==> src/hdl/telnet_line_editor_assert.svh <==
// Assertion macros for the telnet line editor.
`ifndef TELNET_LINE_EDITOR_ASSERT_SVH
`define TELNET_LINE_EDITOR_ASSERT_SVH

// Same-cycle implication, disabled in reset.
`define TLE_ASSERT_NOW(lbl, clk, rstn, ante, cons) \
  lbl: assert property (@(posedge clk) disable iff (!rstn) (ante) |-> (cons)) \
    else $error("tle assertion failed");

// Next-cycle implication, disabled in reset.
`define TLE_ASSERT_NEXT(lbl, clk, rstn, ante, cons) \
  lbl: assert property (@(posedge clk) disable iff (!rstn) (ante) |=> (cons)) \
    else $error("tle assertion failed");

`endif

==> src/hdl/tle_pkg.sv <==
// Shared types and constants of the telnet line editor.
`default_nettype none

package tle_pkg;

  localparam int LINE_LEN_DEF = 32;

  localparam int Q_DEPTH = 2;
  localparam int QPW     = (Q_DEPTH > 1) ? $clog2(Q_DEPTH) : 1;
  localparam int QCW     = $clog2(Q_DEPTH + 1);

  localparam logic [7:0] BYTE_IAC   = 8'hFF;
  localparam logic [7:0] BYTE_SPACE = 8'h20;
  localparam logic [7:0] BYTE_DEL   = 8'h7F;
  localparam logic [7:0] BYTE_BS    = 8'h08;
  localparam logic [7:0] BYTE_CR    = 8'h0D;
  localparam logic [7:0] BYTE_LF    = 8'h0A;

  localparam logic [1:0] KIND_ECHO = 2'd0;
  localparam logic [1:0] KIND_LINE = 2'd1;
  localparam logic [1:0] KIND_END  = 2'd2;

  typedef enum logic [1:0] {
    OP_CHAR,
    OP_ERASE,
    OP_ENTER
  } tle_op_e;

  typedef struct packed {
    tle_op_e    op;
    logic [7:0] data;
  } tle_cmd_t;

endpackage

`default_nettype wire

==> src/hdl/tle_if.sv <==
// Valid/ready channel interfaces for input bytes and result words.
`default_nettype none

interface tle_in_if;
  logic       valid;
  logic       ready;
  logic [7:0] in_byte;

  modport source (output valid, output in_byte, input ready);
  modport sink   (input valid, input in_byte, output ready);
endinterface

interface tle_out_if;
  logic       valid;
  logic       ready;
  logic [1:0] out_kind;
  logic [7:0] out_byte;
  logic       out_last;

  modport source (output valid, output out_kind, output out_byte, output out_last,
                  input ready);
  modport sink   (input valid, input out_kind, input out_byte, input out_last,
                  output ready);
endinterface

`default_nettype wire

==> src/hdl/telnet_line_editor.sv <==
// Top level of the telnet line editor.
`default_nettype none

// Telnet line editor. Bytes enter on byte_i and results leave on res_o as
// words of kind echo, line byte or end of line, with out_last on the final
// word of each input byte. Bytes that give at most one result (printable,
// IAC and its two following bytes, ignored codes) are taken one per cycle
// while the two-entry command queue has room. The back-end sequencer drives
// one result word per cycle through its output register while res_o is
// ready: an erase with echo gives BS, space, BS; an enter gives CR, LF with
// echo, then the line bytes and an end word with their count. The user sets
// echo by cfg_we_i/cfg_wdata_i while idle; the block does not enforce this.
module telnet_line_editor
  import tle_pkg::*;
#(
  parameter int LINE_LEN = LINE_LEN_DEF
) (
  input  wire logic clk_i,
  input  wire logic rst_ni,
  input  wire logic cfg_we_i,
  input  wire logic cfg_wdata_i,
  tle_in_if.sink    byte_i,
  tle_out_if.source res_o
);

  logic     push_valid, push_ready;
  tle_cmd_t push_cmd;
  logic     pop_valid, pop;
  tle_cmd_t pop_cmd;

  tle_front u_front (
    .clk_i        (clk_i),
    .rst_ni       (rst_ni),
    .byte_i       (byte_i),
    .push_ready_i (push_ready),
    .push_valid_o (push_valid),
    .push_cmd_o   (push_cmd)
  );

  tle_queue u_queue (
    .clk_i        (clk_i),
    .rst_ni       (rst_ni),
    .push_valid_i (push_valid),
    .push_cmd_i   (push_cmd),
    .push_ready_o (push_ready),
    .pop_valid_o  (pop_valid),
    .pop_cmd_o    (pop_cmd),
    .pop_i        (pop)
  );

  tle_back #(
    .LINE_LEN (LINE_LEN)
  ) u_back (
    .clk_i       (clk_i),
    .rst_ni      (rst_ni),
    .cfg_we_i    (cfg_we_i),
    .cfg_wdata_i (cfg_wdata_i),
    .cmd_valid_i (pop_valid),
    .cmd_i       (pop_cmd),
    .cmd_pop_o   (pop),
    .res_o       (res_o)
  );

endmodule

`default_nettype wire

==> src/hdl/tle_front.sv <==
// Front end: accepts bytes, drops telnet IAC sequences, classifies edit commands.
`default_nettype none

module tle_front
  import tle_pkg::*;
(
  input  wire logic  clk_i,
  input  wire logic  rst_ni,
  tle_in_if.sink     byte_i,
  input  wire logic  push_ready_i,
  output logic       push_valid_o,
  output tle_cmd_t   push_cmd_o
);

  logic [1:0] skip_q, skip_d;
  logic       accept;
  logic       cmd_ok;
  logic [7:0] b;

  assign byte_i.ready = push_ready_i;
  assign accept       = byte_i.valid && push_ready_i;
  assign b            = byte_i.in_byte;

  always_comb begin
    cmd_ok          = 1'b0;
    push_cmd_o.op   = OP_CHAR;
    push_cmd_o.data = b;
    if (b == BYTE_CR || b == BYTE_LF) begin
      cmd_ok        = 1'b1;
      push_cmd_o.op = OP_ENTER;
    end else if (b == BYTE_BS || b == BYTE_DEL) begin
      cmd_ok        = 1'b1;
      push_cmd_o.op = OP_ERASE;
    end else if (b >= BYTE_SPACE && b < BYTE_DEL) begin
      cmd_ok        = 1'b1;
      push_cmd_o.op = OP_CHAR;
    end
  end

  always_comb begin
    skip_d       = skip_q;
    push_valid_o = 1'b0;
    if (accept) begin
      if (skip_q != 2'd0) begin
        skip_d = skip_q - 2'd1;
      end else if (b == BYTE_IAC) begin
        skip_d = 2'd2;
      end else begin
        push_valid_o = cmd_ok;
      end
    end
  end

  always_ff @(posedge clk_i or negedge rst_ni) begin
    if (!rst_ni) begin
      skip_q <= 2'd0;
    end else begin
      skip_q <= skip_d;
    end
  end

endmodule

`default_nettype wire

==> src/hdl/tle_queue.sv <==
// Short command queue between front and back end.
`default_nettype none

module tle_queue
  import tle_pkg::*;
(
  input  wire logic     clk_i,
  input  wire logic     rst_ni,
  input  wire logic     push_valid_i,
  input  wire tle_cmd_t push_cmd_i,
  output logic          push_ready_o,
  output logic          pop_valid_o,
  output tle_cmd_t      pop_cmd_o,
  input  wire logic     pop_i
);

  tle_cmd_t        entries_q [Q_DEPTH];
  logic [QPW-1:0]  wr_ptr_q, wr_ptr_d;
  logic [QPW-1:0]  rd_ptr_q, rd_ptr_d;
  logic [QCW-1:0]  cnt_q, cnt_d;
  logic            do_push, do_pop;

  assign push_ready_o = (cnt_q != QCW'(Q_DEPTH));
  assign pop_valid_o  = (cnt_q != '0);
  assign pop_cmd_o    = entries_q[rd_ptr_q];
  assign do_push      = push_valid_i && push_ready_o;
  assign do_pop       = pop_i && pop_valid_o;

  always_comb begin
    wr_ptr_d = wr_ptr_q;
    rd_ptr_d = rd_ptr_q;
    cnt_d    = cnt_q;
    if (do_push) begin
      wr_ptr_d = (wr_ptr_q == QPW'(Q_DEPTH - 1)) ? '0 : wr_ptr_q + 1'b1;
    end
    if (do_pop) begin
      rd_ptr_d = (rd_ptr_q == QPW'(Q_DEPTH - 1)) ? '0 : rd_ptr_q + 1'b1;
    end
    if (do_push && !do_pop) begin
      cnt_d = cnt_q + 1'b1;
    end else if (do_pop && !do_push) begin
      cnt_d = cnt_q - 1'b1;
    end
  end

  always_ff @(posedge clk_i or negedge rst_ni) begin
    if (!rst_ni) begin
      wr_ptr_q <= '0;
      rd_ptr_q <= '0;
      cnt_q    <= '0;
    end else begin
      wr_ptr_q <= wr_ptr_d;
      rd_ptr_q <= rd_ptr_d;
      cnt_q    <= cnt_d;
    end
  end

  always_ff @(posedge clk_i) begin
    if (do_push) begin
      entries_q[wr_ptr_q] <= push_cmd_i;
    end
  end

endmodule

`default_nettype wire

==> src/hdl/tle_back.sv <==
// Back end: line store, fill count and result sequencer with output register.
`default_nettype none
`include "telnet_line_editor_assert.svh"

module tle_back
  import tle_pkg::*;
#(
  parameter int LINE_LEN = LINE_LEN_DEF
) (
  input  wire logic     clk_i,
  input  wire logic     rst_ni,
  input  wire logic     cfg_we_i,
  input  wire logic     cfg_wdata_i,
  input  wire logic     cmd_valid_i,
  input  wire tle_cmd_t cmd_i,
  output logic          cmd_pop_o,
  tle_out_if.source     res_o
);

  localparam int DEPTH = LINE_LEN - 1;
  localparam int AW    = (DEPTH > 1) ? $clog2(DEPTH) : 1;
  localparam int CW    = $clog2(LINE_LEN);

  localparam logic [2:0] S_IDLE = 3'd0;
  localparam logic [2:0] S_SP   = 3'd1;
  localparam logic [2:0] S_BS2  = 3'd2;
  localparam logic [2:0] S_LF   = 3'd3;
  localparam logic [2:0] S_LINE = 3'd4;
  localparam logic [2:0] S_END  = 3'd5;

  logic [7:0]    line_store_q [DEPTH];
  logic [7:0]    rdata_q;
  logic          echo_q;
  logic [2:0]    state_q, state_d;
  logic [CW-1:0] count_q, count_d;
  logic [CW-1:0] k_q, k_d;
  logic [CW:0]   k_nx;
  logic          out_valid_q, out_valid_d;
  logic [1:0]    out_kind_q;
  logic [7:0]    out_byte_q;
  logic          out_last_q;
  logic          adv;
  logic          emit;
  logic [1:0]    e_kind;
  logic [7:0]    e_byte;
  logic          e_last;
  logic          rd_en, wr_en;
  logic [AW-1:0] rd_addr;

  assign adv          = !out_valid_q || res_o.ready;
  assign k_nx         = {1'b0, k_q} + 1'b1;
  assign res_o.valid    = out_valid_q;
  assign res_o.out_kind = out_kind_q;
  assign res_o.out_byte = out_byte_q;
  assign res_o.out_last = out_last_q;

  always_comb begin
    state_d   = state_q;
    count_d   = count_q;
    k_d       = k_q;
    emit      = 1'b0;
    e_kind    = KIND_ECHO;
    e_byte    = cmd_i.data;
    e_last    = 1'b0;
    cmd_pop_o = 1'b0;
    rd_en     = 1'b0;
    rd_addr   = '0;
    wr_en     = 1'b0;
    case (state_q)
      S_IDLE: begin
        if (adv && cmd_valid_i) begin
          cmd_pop_o = 1'b1;
          case (cmd_i.op)
            OP_CHAR: begin
              if (count_q < CW'(DEPTH)) begin
                wr_en   = 1'b1;
                count_d = count_q + 1'b1;
                emit    = echo_q;
                e_last  = 1'b1;
              end
            end
            OP_ERASE: begin
              if (count_q != '0) begin
                count_d = count_q - 1'b1;
                if (echo_q) begin
                  emit    = 1'b1;
                  e_byte  = BYTE_BS;
                  state_d = S_SP;
                end
              end
            end
            OP_ENTER: begin
              rd_en = 1'b1;
              k_d   = '0;
              if (echo_q) begin
                emit    = 1'b1;
                e_byte  = BYTE_CR;
                state_d = S_LF;
              end else begin
                state_d = (count_q != '0) ? S_LINE : S_END;
              end
            end
            default: ;
          endcase
        end
      end
      S_SP: begin
        if (adv) begin
          emit    = 1'b1;
          e_byte  = BYTE_SPACE;
          state_d = S_BS2;
        end
      end
      S_BS2: begin
        if (adv) begin
          emit    = 1'b1;
          e_byte  = BYTE_BS;
          e_last  = 1'b1;
          state_d = S_IDLE;
        end
      end
      S_LF: begin
        if (adv) begin
          emit    = 1'b1;
          e_byte  = BYTE_LF;
          state_d = (count_q != '0) ? S_LINE : S_END;
        end
      end
      S_LINE: begin
        if (adv) begin
          emit   = 1'b1;
          e_kind = KIND_LINE;
          e_byte = rdata_q;
          if (k_nx < {1'b0, count_q}) begin
            k_d     = k_nx[CW-1:0];
            rd_en   = 1'b1;
            rd_addr = k_nx[AW-1:0];
          end else begin
            state_d = S_END;
          end
        end
      end
      S_END: begin
        if (adv) begin
          emit    = 1'b1;
          e_kind  = KIND_END;
          e_byte  = 8'(count_q);
          e_last  = 1'b1;
          count_d = '0;
          state_d = S_IDLE;
        end
      end
      default: begin
        state_d = S_IDLE;
      end
    endcase
    out_valid_d = adv ? emit : out_valid_q;
  end

  always_ff @(posedge clk_i or negedge rst_ni) begin
    if (!rst_ni) begin
      state_q     <= S_IDLE;
      count_q     <= '0;
      k_q         <= '0;
      out_valid_q <= 1'b0;
      echo_q      <= 1'b0;
    end else begin
      state_q     <= state_d;
      count_q     <= count_d;
      k_q         <= k_d;
      out_valid_q <= out_valid_d;
      if (cfg_we_i) begin
        echo_q <= cfg_wdata_i;
      end
    end
  end

  always_ff @(posedge clk_i) begin
    if (adv && emit) begin
      out_kind_q <= e_kind;
      out_byte_q <= e_byte;
      out_last_q <= e_last;
    end
  end

  always_ff @(posedge clk_i) begin
    if (wr_en) begin
      line_store_q[count_q[AW-1:0]] <= cmd_i.data;
    end
    if (rd_en) begin
      rdata_q <= line_store_q[rd_addr];
    end
  end

  `TLE_ASSERT_NOW(a_count_range, clk_i, rst_ni, 1'b1, count_q <= CW'(DEPTH))
  `TLE_ASSERT_NOW(a_line_index, clk_i, rst_ni, state_q == S_LINE, k_q < count_q)
  `TLE_ASSERT_NEXT(a_count_held, clk_i, rst_ni,
                   state_q != S_IDLE && state_q != S_END, $stable(count_q))
  `TLE_ASSERT_NOW(a_end_last, clk_i, rst_ni,
                  out_valid_q && out_kind_q == KIND_END, out_last_q)

endmodule

`default_nettype wire

==> src/flat_wrapper.sv <==
// flat-port wrapper written by rule: the top's interface ports become plain ports
module telnet_line_editor_flat import tle_pkg::*;
#(
  parameter int LINE_LEN = LINE_LEN_DEF
)
  (clk_i, rst_ni, cfg_we_i, cfg_wdata_i, byte_i_valid, byte_i_in_byte, byte_i_ready, res_o_valid, res_o_out_kind, res_o_out_byte, res_o_out_last, res_o_ready);
  tle_in_if byte_i_i ();
  tle_out_if res_o_i ();
  input  wire logic clk_i;
  input  wire logic rst_ni;
  input  wire logic cfg_we_i;
  input  wire logic cfg_wdata_i;
  input wire logic [$bits(byte_i_i.valid)-1:0] byte_i_valid;
  input wire logic [$bits(byte_i_i.in_byte)-1:0] byte_i_in_byte;
  output wire logic [$bits(byte_i_i.ready)-1:0] byte_i_ready;
  output wire logic [$bits(res_o_i.valid)-1:0] res_o_valid;
  output wire logic [$bits(res_o_i.out_kind)-1:0] res_o_out_kind;
  output wire logic [$bits(res_o_i.out_byte)-1:0] res_o_out_byte;
  output wire logic [$bits(res_o_i.out_last)-1:0] res_o_out_last;
  input wire logic [$bits(res_o_i.ready)-1:0] res_o_ready;
  assign byte_i_i.valid = byte_i_valid;
  assign byte_i_i.in_byte = byte_i_in_byte;
  assign byte_i_ready = byte_i_i.ready;
  assign res_o_valid = res_o_i.valid;
  assign res_o_out_kind = res_o_i.out_kind;
  assign res_o_out_byte = res_o_i.out_byte;
  assign res_o_out_last = res_o_i.out_last;
  assign res_o_i.ready = res_o_ready;
  telnet_line_editor #(.LINE_LEN(LINE_LEN)) u_core (.clk_i(clk_i), .rst_ni(rst_ni), .cfg_we_i(cfg_we_i), .cfg_wdata_i(cfg_wdata_i), .byte_i(byte_i_i), .res_o(res_o_i));
endmodule
==> config.mk <==
export PLATFORM = sky130hd
export DESIGN_NAME = telnet_line_editor_flat
export DESIGN_NICKNAME = d
export VERILOG_FILES = /design/src/hdl/tle_pkg.sv /design/src/hdl/tle_if.sv /design/src/hdl/telnet_line_editor.sv /design/src/hdl/tle_front.sv /design/src/hdl/tle_queue.sv /design/src/hdl/tle_back.sv /design/src/flat_wrapper.sv
export VERILOG_INCLUDE_DIRS = /design/src /design/src/hdl
export SDC_FILE = /design/constraint.sdc
export NUM_CORES = 1
export LEC_CHECK = 0
export BUFFER_PORTS_ARGS = -buffer_cell sky130_fd_sc_hd__buf_2
export CORE_MARGIN = 1
export CORE_UTILIZATION = 30
export CTS_BUF_LIST = sky130_fd_sc_hd__clkbuf_8
export DETAILED_ROUTE_END_ITERATION = 16
export GPL_TIMING_DRIVEN = 0
export HOLD_SLACK_MARGIN = 0.06
export PLACE_DENSITY = 0.41
export SETUP_SLACK_MARGIN = 0.5
export SYNTH_ARGS = -nofsm -noshare
export SYNTH_HDL_FRONTEND = slang
export SYNTH_SLANG_ARGS = --single-unit
==> constraint.sdc <==
create_clock -name clk_i -period 4.58 [get_ports clk_i]
set_input_delay 0 -clock clk_i [delete_from_list [all_inputs] [get_ports clk_i]]
set_output_delay 0 -clock clk_i [all_outputs]
set_load 0.02 [all_outputs]
## Word level (Yosys, flattened, before mapping)

Memory sizes are Yosys's and may differ from the RTL's. A register that Yosys moved wholly into a read port is not among the register bits.
Cells that the tools add are included.

- Flip-flop bits (word level): 32
- Bits in writable memories: 268
- Output and inout bits: 13
- Logic and storage cells: 159
- Memories: 2

Memory list:

| memory | depth | width | read ports | clocked after Yosys merged registers in | wr ports | line | source |
|---|---|---|---|---|---|---|---|
| u_core.u_back.line_store_q | 31 | 8 | 1 | 1 | 1 | tle_back.sv:31 | `logic [7:0] line_store_q [DEPTH];` |
| u_core.u_queue.entries_q | 2 | 10 | 1 | 0 | 1 | tle_queue.sv:17 | `tle_cmd_t entries_q [Q_DEPTH];` |

- Add/subtract/negate cells: 8
- Magnitude comparators: 4
- Eq/ne operators: 27
- Muxes and demuxes: 77
- Reduce and logical (&&, ||, !) cells: 29

Operators by type and width:

| operator | count |
|---|---|
| 8-bit two-way mux | 9 |
| 5-bit two-way mux | 11 |
| 8-bit case mux with 6 select lines | 1 |
| 1-bit two-way mux | 30 |
| 5-bit case mux with 2 select lines | 3 |
| 3-bit two-way mux | 9 |
| 8-bit by 4-bit equality test with 1-bit output (second input constant) | 3 |
| 2-bit != test (second input constant) | 8 |
| 8-bit case mux with 2 select lines | 1 |
| 3-bit case mux with 5 select lines | 1 |
| 2-bit two-way mux | 6 |
| 2-bit nonzero test | 6 |
| 3-bit != test (second input constant) | 3 |
| 9-bit AND reduction | 1 |
| 8-bit by 7-bit equality test with 1-bit output (second input constant) | 1 |
| 8-bit equality test (second input constant) | 1 |
| 8-bit by 6-bit >= comparator with 1-bit output (second input constant) | 1 |
| 1-bit logical AND | 8 |
| 8-bit by 7-bit less-than comparator with 1-bit output (second input constant) | 1 |
| 5-bit by 1-bit adder with 6-bit output (second input constant) | 1 |
| 3-bit by 2-bit equality test with 1-bit output (second input constant) | 2 |
| 3-bit equality test (second input constant) | 2 |
| 6-bit by 5-bit less-than comparator with 1-bit output | 1 |
| 3-bit by 1-bit != test with 1-bit output (second input constant) | 2 |
| 24 further kinds | 33 |

## Depth between registers and ports, before layout

- Depth after elaboration: 13
- Mapped depth: 14
- Depth with buffers taken out: 11

## Hierarchy

A second synthesis with hierarchy kept.

- Cells, all modules: 902
- Area total of the unflattened synthesis: 13,244.0 µm²

Modules (own cells, without submodules):

| module | times used | cells each | area an instance (µm²) | sequential area each (µm²) |
|---|---|---|---|---|
| tle_back | 1 | 817 | 12,011.5 | 8,393.0 |
| tle_queue | 1 | 49 | 932.1 | 700.7 |
| tle_front | 1 | 36 | 300.3 | 50.0 |

## Worst setup path after synthesis

Ideal clock, no wire load.

- Path kind: reg-to-reg
- Start: register u_core.u_back.k_q[0]
- End: register u_core.u_back.rdata_q[1], read port of u_core.u_back.line_store_q, data pin
- Setup time: 264 ps
- Data arrival time: 3,488 ps
- Data required time: 4,316 ps
- Slack: 828 ps
- Cell stages (with the launch flop): 15
- Buffers on the path: 4
- Cells stage by stage: dfrtp_1 -> ha_1 -> xnor2_1 -> clkinv_1 -> clkbuf_1 -> buf_1 -> ha_1 -> or3_1 -> o22a_2 -> a211oi_4 -> nand2_1 -> buf_2 -> buf_2 -> a311oi_1 -> a31oi_1

- Cells in the longest elaborated chain, start to end: 5
- Elaborated cells on any way between the ends: 8
- Classes of those cells: add/sub (1); order compare (1); mux (6)

RTL lines:

| item | line | source |
|---|---|---|
| from (decl) | tle_back.sv:36 | `logic [CW-1:0] k_q, k_d;` |
| from (signal assigned) | tle_back.sv:170 | `k_q <= k_d;` |
| 5-bit by 1-bit adder with 6-bit output * | tle_back.sv:51 | `assign k_nx = {1'b0, k_q} + 1'b1;` |
| 6-bit by 5-bit less-than comparator with 1-bit output | tle_back.sv:134 | `if (k_nx < {1'b0, count_q}) begin` |
| 1-bit two-way mux / 5-bit two-way mux (equally long branches) | tle_back.sv:134 |  |
| 1-bit two-way mux / 5-bit two-way mux (equally long branches) | tle_back.sv:130 | `if (adv) begin` |
| 1-bit case mux with 2 select lines / 5-bit two-way mux (equally long branches) | tle_back.sv:69 | `case (state_q)` |
| to (decl) | tle_back.sv:32 | `logic [7:0] rdata_q;` |

Every way passes the cells marked *; elsewhere a longest branch is shown, timed or not.
A chain may end at the register's enable or synchronous reset.

## Worst setup path in the final report

- Start: register u_core.u_back.k_q[1]
- End: register u_core.u_back.rdata_q[3], read port of u_core.u_back.line_store_q, data pin

The elaborated chain is that of the path after synthesis.

==> summary.txt <==
Placed design
  • Dpl hpwl: 25400 µm
  • Setup WS pre-CTS: -1.09 ns
  • Gpl congestion: a little over 0.8
  • PortBufs: 26

STA
  • Setup-failing EPs final: 0
  • Setup WS post-layout: between 0.5 and 0.6 ns
  • Fin crit period: around 4 ns
  • Max Slew Vio Count: 0
  • Final Skew: 0.0412 ns
  • Hold WS: 0.128 ns
  • Period utilisation layout: 0.881
  • Fmax: 248 MHz
  • RSZ-0062 raised after global routing: true
  • Final Hold Viols: 0
  • Measured slew at the worst slew-check pin: around 1.2 ns
  • Max transition margin: 0.191

Synthesis
  • Number of synthesized flops with an enable pin: 287
  • Flops & latches, synth: between 300 and 400
  • Most common flop cell mapped by yosys: edfxtp_1
  • Netlist Area Pre-Place: approximately 13000 µm²
  • Gate Count Post-Synth: approximately 890
  • Sequential share of the synthesized area: 0.692
  • Asr flop ratio synth: 0.0682
  • Synthesis Warnings: 0
  • Synth cell types: 66
  • Syn Area/Cell: 14.9 µm²
  • Mapped Nets: slightly above 900

Floorplanning
  • Row Count: between 70 and 80
  • Initial core utilization: 0.305
  • Core Region: 43300 µm²
  • # IOs: 27
  • Die Height: 212 µm
  • Area of the die: around 45000 µm²
  • Die width: ~210 µm

Layout
  • Fill count: 4197
  • Area growth, synth to finish: 18.3%
  • Share of cells above drive strength 1: 0.211
  • Ant diodes: 0
  • Post-Route Utilization: 0.361
  • Post-layout net count: around 1.0k

Setup path
  • WP buf/inv: 6
  • Startpoint class of the critical path: flop
  • Family with the most delay on the worst path: compound AO/OA/AOI/OAI gates
  • Critical Path RT: roughly 5.1 ns
  • Setup crit end kind: flop
  • Crit-path most repeated cell: buf_4
  • CP Max Fanout: 10
  • Critical path's slowest cell: o21ai_0
  • Critical path data arrival time: 4.53 ns
  • Critical path class: reg -> reg
  • Critical path cell sequence: ha_2, xnor2_4, clkinv_4, clkbuf_8, buf_4, ha_1, or3_1, o22a_2, a211oi_4, buf_12, buf_4, buf_4, nor2_1, o21ai_0, a311oi_2, a31oi_1
  • Worst path max stage delay: between 0.4 and 0.5 ns

CTS
  • Worst-path clk slew: about 0.060 ns
  • TritonCTS Buffers: 55
  • Max H-tree Level: 2
  • Max clock buf depth: 3
  • TritonCTS clock tree: yes
  • Root Buffer Master: clkbuf_8
  • Clk_lat worst skew: roughly 0.65 ns
  • Sink Count: ~310

Power and ir drop
  • Total Power: roughly 0.0090 W
  • Pwr dens: roughly 580 nW/µm²
  • Lkg Pwr: slightly above 5 nW
  • VDD IR max: about 0.00020 V

Global routing
  • GR Overflow Total: 0
  • Total GRT Usage: 0.182
  • Initial antenna violation count: 1
  • Vias in the first global route: about 8.5k
  • Largest net degree at the start of global routing: 35
  • First-pass GRT wire length: 57700 µm

Flow run
  • Max Cap Viol: 0

Detailed routing
  • Number of DRC markers in iteration 0: roughly 650
  • DRC violations left: 0
  • Total number of vias: 8139
  • Final WL: between 30000 and 40000 µm
  • Avg WL per Cell: 24.2 µm
  • TritonRoute pass-1 iters: 4
  • Vias/cell: about 5
  • Antenna-violating nets left: 0

Status
  • Status: finished clean

Min path
  • Hold crit path type: in -> reg
-- state kept, by name, summed over array words and instances, names as in the netlist, 3 cells and up --
| name | flops |
|---|---|
| u_core.u_queue.entries_q | 20 |
| u_core.u_back.line_store_q | 248 |
| u_core.u_back.count_q | 5 |
| u_core.u_back.state_q | 3 |
| u_core.u_back.res_o.out_byte | 8 |
| u_core.u_back.rdata_q | 8 |
| u_core.u_back.k_q | 5 |
-- cell families (layout without fill, tap and decap cells) --
group	Yosys count	in the layout	synth area share
flops	308	308	0.692
compound gates	204	204	0.107
simple gates	178	178	0.0640
mux	101	101	0.0903
buf+inv	71	226	0.0231
fa+ha+maj	16	16	0.0157
xor+xnor	11	11	0.00729
-- per-layer routing --
metal | GRT usage | part of all wire
met5 | 0 | 0
met4 | 0.0790 | 0.033
met3 | 0.0356 | 0.047
met2 | 0.288 | 0.46
met1 | 0.241 | 0.45
-- final cells by class --
cell class	count	area [µm²]	share of cell area
flip-flops and latches	308	9140	0.585
multi-input cells	510	4010	0.256
clock buffers	56	771	0.0493
well taps	585	732	0.0468
repair buffers	54	417	0.0267
plain buffers	51	288	0.0184
clock inverters	45	194	0.0124
inverters	20	80.1	0.00512
-- placed cells by master, fill, tap and decap left out, drive strengths merged, types with 6 or more instances in the layout --
cell,n
o21ai,42
nand3,19
mux2i,63
a311oi,6
a211oi,17
edfxtp,287
mux2,26
xnor2,7
clkinv,22
a221o,6
o22ai,7
buf,63
a31oi,9
o221ai,12
inv,41
nor2,66
a32oi,12
mux4,12
ha,15
dfrtp,21
a221oi,8
nor3,12
a21o,9
dlygate4sd3,14
or3,6
a21oi,45
nand2b,7
nand2,37
nand3b,6
clkbuf,84
-- what timing repair did --
action | CTS | global route
hold buffers | 15 | 0
cloned | 1 | 0
resized for setup | 49 | 27
buffers inserted | 11 | 0
endpoints found under the hold margin | 58 | 0
pin swaps | 9 | 1
setup endpoints to repair | 24 | 72
-- through the flow --
stage / cell area (µm²) / setup TNS (ns) / instances
floorplan: 13200 / 0 / 889
global placement: 14100 / -17.93 / 1500
detailed placement: 14100 / -17.00 / 1501
CTS: 15500 / 0 / 1629
global route: 15600 / 0 / 1629
finish: 15600 / 0 / 1629
-- synth_stat cells, drive strengths merged, types with 8 or more instances --
library cell / count / area share
o21ai: 42 / 0.016
a31oi: 9 / 0.0043
a32oi: 12 / 0.0080
edfxtp: 287 / 0.65
a21o: 9 / 0.0051
dfrtp: 21 / 0.040
o221ai: 12 / 0.0080
nand3: 19 / 0.0076
mux2i: 63 / 0.048
nor3: 12 / 0.0045
ha: 15 / 0.014
inv: 18 / 0.0051
mux4: 12 / 0.020
a211oi: 17 / 0.011
mux2: 26 / 0.022
nor2: 66 / 0.019
a221oi: 8 / 0.0053
a21oi: 45 / 0.017
nand2: 37 / 0.011
buf: 26 / 0.010
clkbuf: 25 / 0.0071
-- report_power, final --
part | internal, W | switching (W)
Sequential | 0.00348 | 0.000116
Combinational | 0.00101 | 0.00214
Clock | 0.00113 | 0.00116
-- final timing paths --
kind                                          from                             end  slack, ns  depth (start not counted)
hold reg to reg            u_core.u_queue.wr_ptr_q         u_core.u_queue.wr_ptr_q       0.51                          1
min in group asynchronous                   rst_ni            u_core.u_back.k_q[4]       0.41                          4
hold / removal                   byte_i_in_byte[6]  u_core.u_queue.entries_q[0][6]       0.13                          2
max in group asynchronous                   rst_ni        u_core.u_back.state_q[2]       3.98                          4
setup reg to reg              u_core.u_back.k_q[1]        u_core.u_back.rdata_q[3]       0.55                         16
setup / recovery              u_core.u_back.k_q[1]        u_core.u_back.rdata_q[3]       0.55                         16
No activity file was read; power rests on OpenSTA's default activity.
